### src/design/ookd_pkg.sv
// Shared types and constants for the OOK pulse-width frame decoder.
package ookd_pkg;

  localparam int FRAME_BITS = 12;
  localparam int COUNT_W    = $clog2(FRAME_BITS + 1);
  localparam int CODE_W     = 12;
  localparam int SERIAL_W   = 8;
  localparam int BUTTON_W   = 4;
  localparam int EXT_W      = (FRAME_BITS > CODE_W) ? FRAME_BITS : CODE_W;
  localparam int LEN_W      = 24;
  localparam int TIME_W     = 16;
  localparam int CFG_IDX_W  = 3;
  localparam int CFG_DATA_W = 24;

  localparam logic [COUNT_W-1:0] LAST_BIT = COUNT_W'(FRAME_BITS - 1);

  localparam logic [TIME_W-1:0] SHORT_TIME_RST     = 16'd320;
  localparam logic [TIME_W-1:0] LONG_TIME_RST      = 16'd640;
  localparam logic [TIME_W-1:0] TIME_TOLERANCE_RST = 16'd150;
  localparam logic [LEN_W-1:0]  GUARD_GAP_RST      = 24'd9000;

  typedef enum logic [CFG_IDX_W-1:0] {
    REG_SHORT_TIME     = 3'd0,
    REG_LONG_TIME      = 3'd1,
    REG_TIME_TOLERANCE = 3'd2,
    REG_GUARD_GAP      = 3'd3
  } reg_index_t;

  typedef enum logic [1:0] {
    PH_IDLE = 2'd0,
    PH_SYNC = 2'd1,
    PH_DATA = 2'd2,
    PH_DONE = 2'd3
  } phase_state_t;

  // Result of the duration window check
  typedef struct packed {
    logic is_short;
    logic is_long;
  } window_hit_t;

endpackage

### src/design/ookd_if.sv
// Channel interfaces: phase input, decoded code output, register write port.
interface ookd_phase_if;
  import ookd_pkg::*;
  logic             valid;
  logic             ready;
  logic             line_level;
  logic [LEN_W-1:0] phase_length;
  modport source (output valid, output line_level, output phase_length, input ready);
  modport sink (input valid, input line_level, input phase_length, output ready);
endinterface

interface ookd_code_if;
  import ookd_pkg::*;
  logic                valid;
  logic                ready;
  logic [CODE_W-1:0]   frame_code;
  logic [SERIAL_W-1:0] serial_part;
  logic [BUTTON_W-1:0] button_part;
  modport source (output valid, output frame_code, output serial_part, output button_part,
                  input ready);
  modport sink (input valid, input frame_code, input serial_part, input button_part,
                output ready);
endinterface

interface ookd_cfg_if;
  import ookd_pkg::*;
  logic                  valid;
  logic                  ready;
  logic [CFG_IDX_W-1:0]  index;
  logic [CFG_DATA_W-1:0] data;
  modport source (output valid, output index, output data, input ready);
  modport sink (input valid, input index, input data, output ready);
endinterface

### src/design/ookd_window.sv
// Classifies a phase length against the short and long tolerance windows.
module ookd_window
  import ookd_pkg::*;
(
  input  logic [LEN_W-1:0]  phase_length,
  input  logic [TIME_W-1:0] short_time,
  input  logic [TIME_W-1:0] long_time,
  input  logic [TIME_W-1:0] time_tolerance,
  output window_hit_t       hit
);

  logic [TIME_W-1:0] short_lo;
  logic [TIME_W-1:0] long_lo;
  logic [TIME_W:0]   short_hi;
  logic [TIME_W:0]   long_hi;

  // lower bound clamps at zero, upper bound carries one extra bit
  assign short_lo = (short_time > time_tolerance) ? short_time - time_tolerance : '0;
  assign long_lo  = (long_time > time_tolerance) ? long_time - time_tolerance : '0;
  assign short_hi = {1'b0, short_time} + {1'b0, time_tolerance};
  assign long_hi  = {1'b0, long_time} + {1'b0, time_tolerance};

  assign hit.is_short = (phase_length >= LEN_W'(short_lo)) &&
                        (phase_length <= LEN_W'(short_hi));
  assign hit.is_long  = (phase_length >= LEN_W'(long_lo)) &&
                        (phase_length <= LEN_W'(long_hi));

endmodule

### src/design/ook_pulse_width_frame_decoder_unit.sv
// A frame code is registered and appears on the output in the cycle after its last data phase transfer.
// Throughput: one phase per cycle; a new phase enters in the cycle a waiting code transfers.
// Input stalls only while an undelivered code sits in the output register.
// Reset (rst, synchronous): state idle, shift word and bit count zero, output empty,
// timing registers back to 320 / 640 / 150 / 9000.
module ook_pulse_width_frame_decoder_unit
  import ookd_pkg::*;
(
  input  logic         clk,
  input  logic         rst,
  ookd_phase_if.sink   phase,
  ookd_code_if.source  code,
  ookd_cfg_if.sink     cfg
);

  logic [TIME_W-1:0]  short_time;
  logic [TIME_W-1:0]  long_time;
  logic [TIME_W-1:0]  time_tolerance;
  logic [LEN_W-1:0]   guard_gap;

  phase_state_t          state;
  phase_state_t          state_next;
  logic [FRAME_BITS-1:0] shift_word;
  logic [FRAME_BITS-1:0] shift_word_next;
  logic [COUNT_W-1:0]    bits_taken;
  logic [COUNT_W-1:0]    bits_taken_next;

  logic                  out_valid;
  logic [CODE_W-1:0]     frame_code;
  logic                  emit;
  logic                  accept;
  logic [EXT_W-1:0]      word_ext;
  window_hit_t           hit;

  assign cfg.ready   = 1'b1;
  assign phase.ready = !out_valid || code.ready;
  assign accept      = phase.valid && phase.ready;

  always_ff @(posedge clk) begin
    if (rst) begin
      short_time     <= SHORT_TIME_RST;
      long_time      <= LONG_TIME_RST;
      time_tolerance <= TIME_TOLERANCE_RST;
      guard_gap      <= GUARD_GAP_RST;
    end else if (cfg.valid) begin
      case (cfg.index)
        REG_SHORT_TIME:     short_time     <= cfg.data[TIME_W-1:0];
        REG_LONG_TIME:      long_time      <= cfg.data[TIME_W-1:0];
        REG_TIME_TOLERANCE: time_tolerance <= cfg.data[TIME_W-1:0];
        REG_GUARD_GAP:      guard_gap      <= cfg.data[LEN_W-1:0];
        default: ;
      endcase
    end
  end

  ookd_window u_window (
    .phase_length   (phase.phase_length),
    .short_time     (short_time),
    .long_time      (long_time),
    .time_tolerance (time_tolerance),
    .hit            (hit)
  );

  // next state
  always_comb begin
    state_next = state;
    case (state)
      PH_IDLE: begin
        if (phase.line_level && phase.phase_length >= LEN_W'(long_time)) begin
          state_next = PH_SYNC;
        end
      end
      PH_SYNC: begin
        if (!phase.line_level && phase.phase_length >= LEN_W'(short_time)) begin
          state_next = PH_DATA;
        end else if (phase.line_level && phase.phase_length < LEN_W'(long_time)) begin
          state_next = PH_IDLE;
        end
      end
      PH_DATA: begin
        if (!phase.line_level) begin
          if (!hit.is_short && !hit.is_long) begin
            state_next = PH_IDLE;
          end else if (bits_taken == LAST_BIT) begin
            state_next = PH_DONE;
          end
        end
      end
      PH_DONE: begin
        if (phase.phase_length >= guard_gap) begin
          state_next = PH_IDLE;
        end
      end
      default: state_next = PH_IDLE;
    endcase
  end

  // shift word, bit count and result
  always_comb begin
    shift_word_next = shift_word;
    bits_taken_next = bits_taken;
    emit            = 1'b0;
    case (state)
      PH_SYNC: begin
        if (!phase.line_level && phase.phase_length >= LEN_W'(short_time)) begin
          shift_word_next = '0;
          bits_taken_next = '0;
        end
      end
      PH_DATA: begin
        if (!phase.line_level && (hit.is_short || hit.is_long)) begin
          // short window wins when both match
          shift_word_next = {shift_word[FRAME_BITS-2:0], !hit.is_short};
          bits_taken_next = bits_taken + COUNT_W'(1);
          emit            = (bits_taken == LAST_BIT);
        end
      end
      default: ;
    endcase
  end

  assign word_ext = EXT_W'(shift_word_next);

  always_ff @(posedge clk) begin
    if (rst) begin
      state      <= PH_IDLE;
      shift_word <= '0;
      bits_taken <= '0;
    end else if (accept) begin
      state      <= state_next;
      shift_word <= shift_word_next;
      bits_taken <= bits_taken_next;
    end
  end

  always_ff @(posedge clk) begin
    if (rst) begin
      out_valid <= 1'b0;
    end else if (accept && emit) begin
      out_valid <= 1'b1;
    end else if (code.ready) begin
      out_valid <= 1'b0;
    end
  end

  always_ff @(posedge clk) begin
    if (accept && emit) begin
      frame_code <= word_ext[CODE_W-1:0];
    end
  end

  assign code.valid       = out_valid;
  assign code.frame_code  = frame_code;
  assign code.serial_part = frame_code[SERIAL_W-1:0];
  assign code.button_part = frame_code[SERIAL_W +: BUTTON_W];

`ifndef SYNTHESIS
  a_code_from_data: assert property (@(posedge clk) disable iff (rst)
    $rose(code.valid) |-> $past(state) == PH_DATA)
    else $error("code appeared without a data phase");

  a_done_after_code: assert property (@(posedge clk) disable iff (rst)
    $rose(code.valid) |-> state == PH_DONE)
    else $error("frame completed but decoder not in done state");

  a_count_bound: assert property (@(posedge clk) disable iff (rst)
    state == PH_DATA |-> bits_taken < COUNT_W'(FRAME_BITS))
    else $error("bit count overran frame length");

  a_emit_only_in_data: assert property (@(posedge clk) disable iff (rst)
    accept && state != PH_DATA |=> !$rose(code.valid))
    else $error("code produced outside data state");
`endif

endmodule
### src/flat_wrapper.sv
// flat-port wrapper written by rule: the top's interface ports become plain ports
module ook_pulse_width_frame_decoder_unit_flat import ookd_pkg::*;
  (clk, rst, phase_valid, phase_line_level, phase_phase_length, phase_ready, code_valid, code_frame_code, code_serial_part, code_button_part, code_ready, cfg_valid, cfg_index, cfg_data, cfg_ready);
  ookd_phase_if phase_i ();
  ookd_code_if code_i ();
  ookd_cfg_if cfg_i ();
  input  logic clk;
  input  logic rst;
  input wire logic [$bits(phase_i.valid)-1:0] phase_valid;
  input wire logic [$bits(phase_i.line_level)-1:0] phase_line_level;
  input wire logic [$bits(phase_i.phase_length)-1:0] phase_phase_length;
  output wire logic [$bits(phase_i.ready)-1:0] phase_ready;
  output wire logic [$bits(code_i.valid)-1:0] code_valid;
  output wire logic [$bits(code_i.frame_code)-1:0] code_frame_code;
  output wire logic [$bits(code_i.serial_part)-1:0] code_serial_part;
  output wire logic [$bits(code_i.button_part)-1:0] code_button_part;
  input wire logic [$bits(code_i.ready)-1:0] code_ready;
  input wire logic [$bits(cfg_i.valid)-1:0] cfg_valid;
  input wire logic [$bits(cfg_i.index)-1:0] cfg_index;
  input wire logic [$bits(cfg_i.data)-1:0] cfg_data;
  output wire logic [$bits(cfg_i.ready)-1:0] cfg_ready;
  assign phase_i.valid = phase_valid;
  assign phase_i.line_level = phase_line_level;
  assign phase_i.phase_length = phase_phase_length;
  assign phase_ready = phase_i.ready;
  assign code_valid = code_i.valid;
  assign code_frame_code = code_i.frame_code;
  assign code_serial_part = code_i.serial_part;
  assign code_button_part = code_i.button_part;
  assign code_i.ready = code_ready;
  assign cfg_i.valid = cfg_valid;
  assign cfg_i.index = cfg_index;
  assign cfg_i.data = cfg_data;
  assign cfg_ready = cfg_i.ready;
  ook_pulse_width_frame_decoder_unit u_core (.clk(clk), .rst(rst), .phase(phase_i), .code(code_i), .cfg(cfg_i));
endmodule
### config.mk
export PLATFORM = sky130hd
export DESIGN_NAME = ook_pulse_width_frame_decoder_unit_flat
export DESIGN_NICKNAME = d
export VERILOG_FILES = /design/src/design/ookd_pkg.sv /design/src/design/ookd_if.sv /design/src/design/ookd_window.sv /design/src/design/ook_pulse_width_frame_decoder_unit.sv /design/src/flat_wrapper.sv
export SDC_FILE = /design/constraint.sdc
export NUM_CORES = 1
export LEC_CHECK = 0
export ABC_AREA = 1
export BUFFER_PORTS_ARGS = -buffer_cell sky130_fd_sc_hd__buf_2
export CORE_MARGIN = 2
export CORE_UTILIZATION = 32
export CTS_BUF_LIST = sky130_fd_sc_hd__clkbuf_16
export DETAILED_ROUTE_END_ITERATION = 8
export PLACE_DENSITY_LB_ADDON = 0.2
export SETUP_SLACK_MARGIN = 0.3
export SYNTH_ARGS = -nofsm -noshare
export SYNTH_HDL_FRONTEND = slang
export SYNTH_HIERARCHICAL = 1
export SYNTH_SLANG_ARGS = --single-unit
### constraint.sdc
create_clock -name clk -period 3.95 [get_ports clk]
set_input_delay 0 -clock clk [delete_from_list [all_inputs] [get_ports clk]]
set_output_delay 0 -clock clk [all_outputs]
set_load 0.05 [all_outputs]
Word-level counts from Yosys, hierarchy flattened
Index checks and enable logic that the tools add are counted.
Operators by class
  magnitude comparators: 10
  reduce and logical (&&, ||, !) cells: 25
  equality and inequality tests: 14
  $add $sub $neg: 5
  muxes and demuxes: 20
Operators with widths (number)
  24-bit by 16-bit greater-or-equal comparator with 1-bit output: 4
  24-bit by 17-bit <= comparator with 1-bit output: 2
  16-bit by 16-bit adder with 17-bit output: 2
  16-bit greater-than comparator: 2
  16-bit 2-to-1 mux: 2
  16-bit subtractor: 2
  24-bit greater-or-equal comparator: 1
  24-bit by 16-bit less-than comparator with 1-bit output: 1
  12-bit 2-to-1 mux: 2
  12-bit case mux with 2 select lines: 1
  2-bit 2-to-1 mux: 7
  1-bit logical AND: 9
  4-bit 2-to-1 mux: 2
  2-bit by 1-bit != test with 1-bit output, second input constant: 4
  2-bit case mux with 4 select lines: 1
  4-bit case mux with 2 select lines: 1
  2-bit AND reduction: 4
  3-bit by 2-bit == test with 1-bit output, second input constant: 2
  3-bit by 1-bit != test with 1-bit output, second input constant: 2
  6-bit AND reduction: 1
  4-bit by 1-bit adder with 4-bit output, second input constant: 1
  2-bit == test, second input constant: 2
  4-bit == test, second input constant: 1
  1-bit zero test: 4
  9 further kinds: 14
Storage, ports and cells
  logic and storage cells: 83
  bits in registers: 103
  output and inout port bits: 27
  input bits: 57

Logic depth before layout (Yosys ltp)
Gate-level depths: netlist of run 1.
  depth in word-level cells: 10
  gate-level depth with buffers: 34
  depth with buffers taken out: 34

By module
The synthesis of run 1 kept the hierarchy.
Modules (own cells, without submodules)
  ook_pulse_width_frame_decoder_unit: area an instance 5631.7 µm², times used 1, seq. area each 2182.1 µm², cells an instance 748
  ookd_window: area an instance 5352.6 µm², times used 1, seq. area each 0.0 µm², cells an instance 945

Worst setup path before layout of run 1
No wires, ideal clock.
  kind: register to register
  start: register u_core.short_time[0]
  end: register u_core.frame_code[0], in the netlist u_core/code.frame_code[0], enable pin
  path buffers: 1
  data arrival time: 3562 ps
  period minus slack after synthesis: 3944 ps
  required time: 3568 ps
  slack: 6 ps
  library setup time: 382 ps
  cell stages (with the launch flop): 25
  cells stage by stage: dfxtp_1 inv_1 ha_1 fa_1 inv_1 nand3_1 nand2_1 nand2_1 nand2_1 nand2_1 a21oi_2 buf_6 nand3_1 ha_1 nand2_1 o21bai_1 a21oi_1 nor2_1 nand2_1 nand2_1 inv_1 nor2_1 nor2_1 nand3_1 nor2_1
RTL lines
  start: declaration: line ook_pulse_width_frame_decoder_unit.sv:16  | logic [TIME_W-1:0] short_time;
  start signal: assignment: line ook_pulse_width_frame_decoder_unit.sv:47  | REG_SHORT_TIME: short_time <= cfg.data[TIME_W-1:0];
  end signal: assignment: line ook_pulse_width_frame_decoder_unit.sv:148  | frame_code <= word_ext[CODE_W-1:0];
  end: declaration: line ook_pulse_width_frame_decoder_unit.sv:29  | logic [CODE_W-1:0] frame_code;

==> results of run 1 <==
kinds of logic (layout without fill, tap and decap cells):
family          after synthesis  in the layout  synth area share
flops                       103            103             0.199
fa+ha+maj                   196            196             0.226
simple gates                726            726             0.277
compound gates              337            337             0.168
xor+xnor                     14             14            0.0112
buf+inv                     316            620             0.119
other cells                   1              1          0.000341
worst min-delay path by stage:
stage	end	slack [ns]	cells past startpoint
4_1_cts	u_core/long_time[7]	0.11	5
5_1_grt	u_core/long_time[7]	0.15	5
3_3_place_gp	u_core/time_tolerance[7]	0.27	3
3_5_place_dp	u_core/time_tolerance[7]	0.28	3
6_report	u_core/long_time[9]	0.13	5
2_1_floorplan	u_core/time_tolerance[2]	0.13	2
cell type report:
type	instances	share of cell area
multi-input cells	1274	0.558
repair inverters	1	0.000497
well taps	448	0.0371
repair buffers	346	0.173
clock buffers	9	0.0149
inverters	257	0.0644
flip-flops and latches	103	0.146
clock inverters	7	0.00597
flip-flops by register name, indices dropped and copies added (netlist names):
signal	flops
u_core/guard_gap	24
u_core/long_time	16
u_core/short_time	16
u_core/time_tolerance	16
u_core/code.frame_code	12
u_core/shift_word	12
u_core/bits_taken	4
u_core/state	2
u_core/code.valid	1
where the power goes:
part           switching, µW  total (µW)  internal [µW]
combinational            847        1500            651
clock                    458         966            508
sequential              33.5        1130           1100
total                   1340        3590           2260
worst max-delay path: stages, from the launching register on:
cell and delay (ns):
dfxtp_4 0.37, buf_6 0.12, ha_4 0.15, fa_2 0.37, o21ai_4 0.20, nand2_2 0.08
nand2_2 0.08, nand2_2 0.06, nand2_2 0.09, nand2_4 0.09, clkinvlp_4 0.21, nand3_4 0.10
ha_4 0.28, nand2_1 0.09, nor4_4 0.27, a21oi_2 0.10, a21oi_2 0.18, nor2_4 0.08
nor2_4 0.14, inv_4 0.06, buf_12 0.13, buf_16 0.13, buf_6 0.11, o21bai_1 0.15
o21ai_2 0.08, a21oi_1 0.15
metal layers:
metal / routed length [µm] / vias up / global-route usage
met5: 0 / - / 0
met3: 1380 / 40 / 0.0184
met2: 18400 / 216 / 0.374
met1: 18500 / 5457 / 0.287
li1: - / 6102 / -
met4: 673 / 0 / 0.0572
per-stage QoR:
step	util	setup TNS (ns)	hold slack (ns)	cell area, µm²	worst slack, ns
after CTS	0.433	0	0.112	14600	0.0204
after detailed placement	0.390	-16.69	0.281	13100	-0.501
after global placement	0.390	-15.40	0.274	13100	-0.467
after global routing	0.448	-7.36	0.154	15100	-0.286
after floorplan	-	0	0.126	11000	0.310
final	0.448	0	0.129	15100	0.0117
layout by cell type, fill, tap and decap left out, drive strengths merged:
cell type | netlist | routed
nand2 | 402 | 402
a21oi | 158 | 158
dfxtp | 91 | 91
a21boi | 2 | 2
xor2 | 13 | 13
nor3 | 14 | 14
edfxtp | 12 | 12
o21bai | 19 | 19
nand3b | 3 | 3
and2 | 7 | 7
dlygate4sd3 | 0 | 26
o21a | 6 | 6
nor2 | 171 | 171
xnor2 | 1 | 1
fa | 4 | 4
conb | 1 | 1
nand4 | 17 | 17
o21ai | 128 | 128
o31ai | 1 | 1
clkinv | 1 | 3
a221oi | 1 | 1
clkbuf | 21 | 10
a31o | 1 | 1
nand3 | 96 | 96
bufinv | 0 | 1
or2 | 12 | 12
inv | 256 | 259
clkinvlp | 0 | 2
nor4 | 4 | 4
a21o | 12 | 12
o211ai | 9 | 9
buf | 38 | 319
ha | 192 | 192
repair_timing:
| item | in CTS | in global routing |
|---|---|---|
| cloned | 2 | 2 |
| resized for setup | 155 | 88 |
| setup buffers | 29 | 9 |
| endpoints found under the setup margin | 43 | 43 |
| pin swaps | 68 | 55 |
| hold endpoints to repair | 57 | 0 |
| hold buffers | 26 | 0 |
==> flow_summary.json, run 1 <==
{
  "power.density_nw_per_um2": 238,
  "fmax_mhz": 254,
  "die_h_um": 189,
  "ys_ff_latch": 103,
  "synthCells": 1693,
  "yosysMostFrequentCell": "nand2_1",
  "p_leak_uw": 0.00753,
  "cp_max_fo": 6,
  "min_period_over_period": 0.997,
  "drt_first_pass_iters": 5,
  "dieWidth_um": 189,
  "initial_utilization": 0.326,
  "antenna_found_initial": 0,
  "placed_cells": 2361,
  "crit_start": "u_core/time_tolerance[0]",
  "grt_pass1_wl_um": 60800,
  "htree_levels": 3,
  "cts_buffers": 9,
  "final-hold-violation-count": 0,
  "hp-class": "in -> reg",
  "num_antenna_cells": 0,
  "postSynthAreaPerCell_um2": 6.49,
  "n_fill_cell": 3533,
  "route.vias.total": 11815,
  "grt_max_degree": 48,
  "stdcell_count": 2445,
  "dieArea_um2": 35800,
  "rows": 67,
  "grt_pass1_vias": 11552,
  "endpoint_kind": "flop",
  "critical_path_class": "reg -> reg",
  "required_ns": 4.25,
  "register_area_um2": 2200,
  "grt_usage": 0.216,
  "wl_per_cell_um": 15.9,
  "synth_top_area_frac": 0.219,
  "synth-edff-count": 12,
  "dp_hpwl_um": 30900,
  "skew_ns": 0.0112,
  "core_area_um2": 33700,
  "cts_buffer_depth": 2,
  "synth_area_leader_cell": "ha_1",
  "power_uw": 3590,
  "synth_commonest_cells": "385 x nand2_1, 248 x inv_1, 192 x ha_1",
  "worstSkewPairLatency_ns": 0.36,
  "reg2reg_to": "u_core/shift_word[8]",
  "ant_nets": 0,
  "ys_warn_count": 6,
  "nNetsFinal": 2245,
  "maxCapViolations": 0,
  "reg2reg_slack_ns": 0.01,
  "cts_tree": "built",
  "syn2layout_area_growth_pct": 37.5,
  "syn-num-nets": 1946,
  "drive_above_1_share": 0.284,
  "synth_area_um2": 11000,
  "maxSlewViolCount": 0,
  "finalSetupViolations": 0,
  "drt_iter0_markers": 658,
  "clkSlewWorstSetupHoldPaths_ns": 0.08,
  "period_needed_ns": 3.94,
  "clkSinkCount": 103,
  "reg2reg_from": "u_core/time_tolerance[0]",
  "hold_path.startpoint": "cfg_index[1]",
  "start_kind": "flop",
  "viasPerCell": 4.83,
  "overflow": 0,
  "arrival_ns": 4.23,
  "async_flop_share": 0,
  "io_pins": 84,
  "ir_drop_mv": 0.217,
  "worst_slew_pin_slew_ns": 0.815,
  "crit_end": "u_core/shift_word[8]",
  "routed_wl_um": 39000,
  "multiInputGateArea_um2": 8430,
  "synth.area.top_cells": "ha_1 22%, dfxtp_1 17%, nand2_1 13%",
  "rr_worst_depth": 25,
  "rsz0062_at_grt": "true",
  "ys_types": 44,
  "status": "complete, no violations",
  "synth_ff_type": "dfxtp_1",
  "routabilityCongestion": 0.931,
  "portBuffers": 82,
  "slew_headroom": 0.456,
  "drc_errors": 0,
  "root_buffer": "clkbuf_16",
  "synth-seq-area-share": 0.199
}
(Power assumes the default switching activity.)
==> inputs of run 2 (changes only) <==
- RECOVER_POWER: not set -> 100
- SYNTH_HIERARCHICAL: 1 -> not set
- clock period: 3.95 -> 4.9 ns (I/O delays scaled with it)
==> run 2 against run 1 <==
Compared with the run above: the flow now finishes with violations (max-capacitance violations, max-slew violations); cell area fell by 24%; synthesized cell count fell by 13%; combinational power fell by 43%; highest routed layer unchanged.
==> flow_summary.json, run 2 <==
{
  "grt_pass1_wl_um": 50300,
  "min_period_over_period": 0.899,
  "status": "finished with violations",
  "crit_start": "u_core.long_time[0]",
  "grt_max_degree": 62,
  "largest_register": "u_core.guard_gap",
  "ys_ff_latch": 103,
  "drt_iter0_markers": 575,
  "cts_buffer_depth": 2,
  "grt_usage": 0.193,
  "routabilityCongestion": 0.944,
  "hold_path.startpoint": "cfg_data[11]",
  "postSynthAreaPerCell_um2": 6.98,
  "reg2reg_slack_ns": 0.49,
  "place_ws_ns": 0.160,
  "drive_above_1_share": 0.0816,
  "clkSinkCount": 103,
  "cp_max_fo": 13,
  "worst_slew_pin_slew_ns": 2.58,
  "setup_tns_ns": 0,
  "rows": 65,
  "viasPerCell": 4.97,
  "synth.area.top_cells": "ha_1 23%, dfxtp_1 18%, nand2_1 9.7%",
  "post_dp_cell_area_um2": 11000,
  "synth_area_leader_cell": "ha_1",
  "ir_drop_mv": 0.190,
  "min_to": "u_core.short_time[11]",
  "slew_headroom": -0.718,
  "syn2layout_area_growth_pct": 11.7,
  "violations": "max-capacitance violations, max-slew violations",
  "route.vias.total": 9744,
  "core_area_um2": 31600,
  "die_h_um": 183,
  "yosysMostFrequentCell": "nand2_1",
  "htree_levels": 3,
  "nNetsFinal": 1804,
  "async_flop_share": 0,
  "power_uw": 2490,
  "largest_reg_flops": 24,
  "synth_top_area_frac": 0.232,
  "slowest_stage": "dfxtp_1",
  "endpoint_kind": "flop",
  "dieWidth_um": 183,
  "rsz0062_at_grt": "false",
  "ant_nets": 0,
  "max_stage_delay_ns": 0.41,
  "dieArea_um2": 33600,
  "cp_common_cell": "nand2_1",
  "overflow": 0,
  "power.density_nw_per_um2": 216,
  "dp_hpwl_um": 25700,
  "skew_ns": 0.0111,
  "clkSlewWorstSetupHoldPaths_ns": 0.08,
  "grt_pass1_vias": 9194,
  "p_leak_uw": 0.00548,
  "initial_utilization": 0.325,
  "final_common_cell": "nand2_1",
  "ys_warn_count": 0,
  "reg2reg_to": "u_core.code.frame_code[10]",
  "min_delay_path_depth": 3,
  "required_ns": 4.98,
  "rr_worst_depth": 28,
  "worstSkewPairLatency_ns": 0.37,
  "synth_ff_type": "dfxtp_1",
  "num_antenna_cells": 0,
  "worst_slack_ns": 0.493,
  "synthCells": 1475,
  "critical_path_class": "reg -> reg",
  "cts_tree": "built",
  "routed_wl_um": 31900,
  "maxCapViolations": 2,
  "ys_types": 49,
  "finalSetupViolations": 0,
  "synth-edff-count": 12,
  "final_util": 0.363,
  "layout_common_cells": "275 x nand2_1, 204 x inv_1, 189 x ha_1",
  "final-hold-violation-count": 0,
  "io_pins": 84,
  "synth_area_um2": 10300,
  "syn-num-nets": 1727,
  "design_area_um2": 11500,
  "portBuffers": 82,
  "fmax_mhz": 227,
  "period_needed_ns": 4.41,
  "maxSlewViolCount": 62,
  "reg2reg_from": "u_core.long_time[0]",
  "start_kind": "flop",
  "drc_errors": 0,
  "wl_per_cell_um": 16.3,
  "root_buffer": "clkbuf_16",
  "hp-class": "in -> reg",
  "synth-seq-area-share": 0.212,
  "drt_first_pass_iters": 5,
  "arrival_ns": 4.49,
  "cts_buffers": 9,
  "synth_commonest_cells": "266 x nand2_1, 205 x inv_1, 191 x ha_1",
  "antenna_found_initial": 0
}
run 2: area by class of cell:
| type | instances | area (µm²) |
|---|---|---|
| Timing Repair Buffer | 124 | 749 |
| Clock buffer | 9 | 225 |
| Sequential cell | 103 | 2180 |
| Clock inverter | 7 | 53.8 |
| Inverter | 211 | 800 |
| Fill cell | 3432 | 20100 |
| Timing Repair inverter | 1 | 7.51 |
| Multi-Input combinational cell | 1102 | 6970 |
| Tap cell | 402 | 503 |
run 2: worst max-delay path by stage:
| stage | depth (start not counted) | end |
|---|---|---|
| after floorplan | 26 | u_core.code.frame_code[0] |
| after global placement | 19 | u_core.code.frame_code[7] |
| after detailed placement | 19 | u_core.code.frame_code[9] |
| after CTS | 20 | u_core.code.frame_code[4] |
| after global routing | 30 | u_core.bits_taken[2] |
| final | 28 | u_core.code.frame_code[10] |
run 2: what timing repair did:
| item | in CTS | in global routing |
|---|---|---|
| hold buffers | 25 | 0 |
| setup buffers | 1 | 2 |
| pin swaps | 0 | 1 |
| setup endpoints to repair | 12 | 41 |
| cloned | 1 | 0 |
| resized for setup | 2 | 12 |
| endpoints found under the hold margin | 54 | 0 |
run 2: cell families after synthesis:
family / synth area share
compound gates: 0.190
xor+xnor: 0.0264
fa+ha+maj: 0.240
buf+inv: 0.108
flops: 0.212
other cells: 0.000364
simple gates: 0.224
run 2: per-layer routing:
layer / part of all wire / up-vias / GRT usage
met5: 0 / - / 0
met4: 0.018 / 0 / 0.0534
li1: - / 5057 / -
met2: 0.45 / 183 / 0.316
met1: 0.50 / 4470 / 0.269
met3: 0.029 / 34 / 0.0187
run 2: where the power goes:
part	leakage [µW]	switching (µW)	internal, µW
clock network	0.000143	370	348
registers	0.000856	23.6	884
logic	0.00448	533	328
run 2: worst max-delay path: cells and delay by family, from the launching register on:
family	cells	cell delay, ns
flip-flops	1	0.41
buffers and inverters	3	0.43
AO/OA/AOI/OAI	4	0.65
AND/OR/NAND/NOR	18	1.69
adder cells (fa/ha/maj)	3	0.92
run 2: through the flow:
step | cells | hold WS (ns)
5_1_grt | 1959 | 0.0423
6_report | 1959 | 0.0126
2_1_floorplan | 1475 | 0.126
3_5_place_dp | 1914 | 0.278
3_3_place_gp | 1914 | 0.264
4_1_cts | 1957 | 0.00192
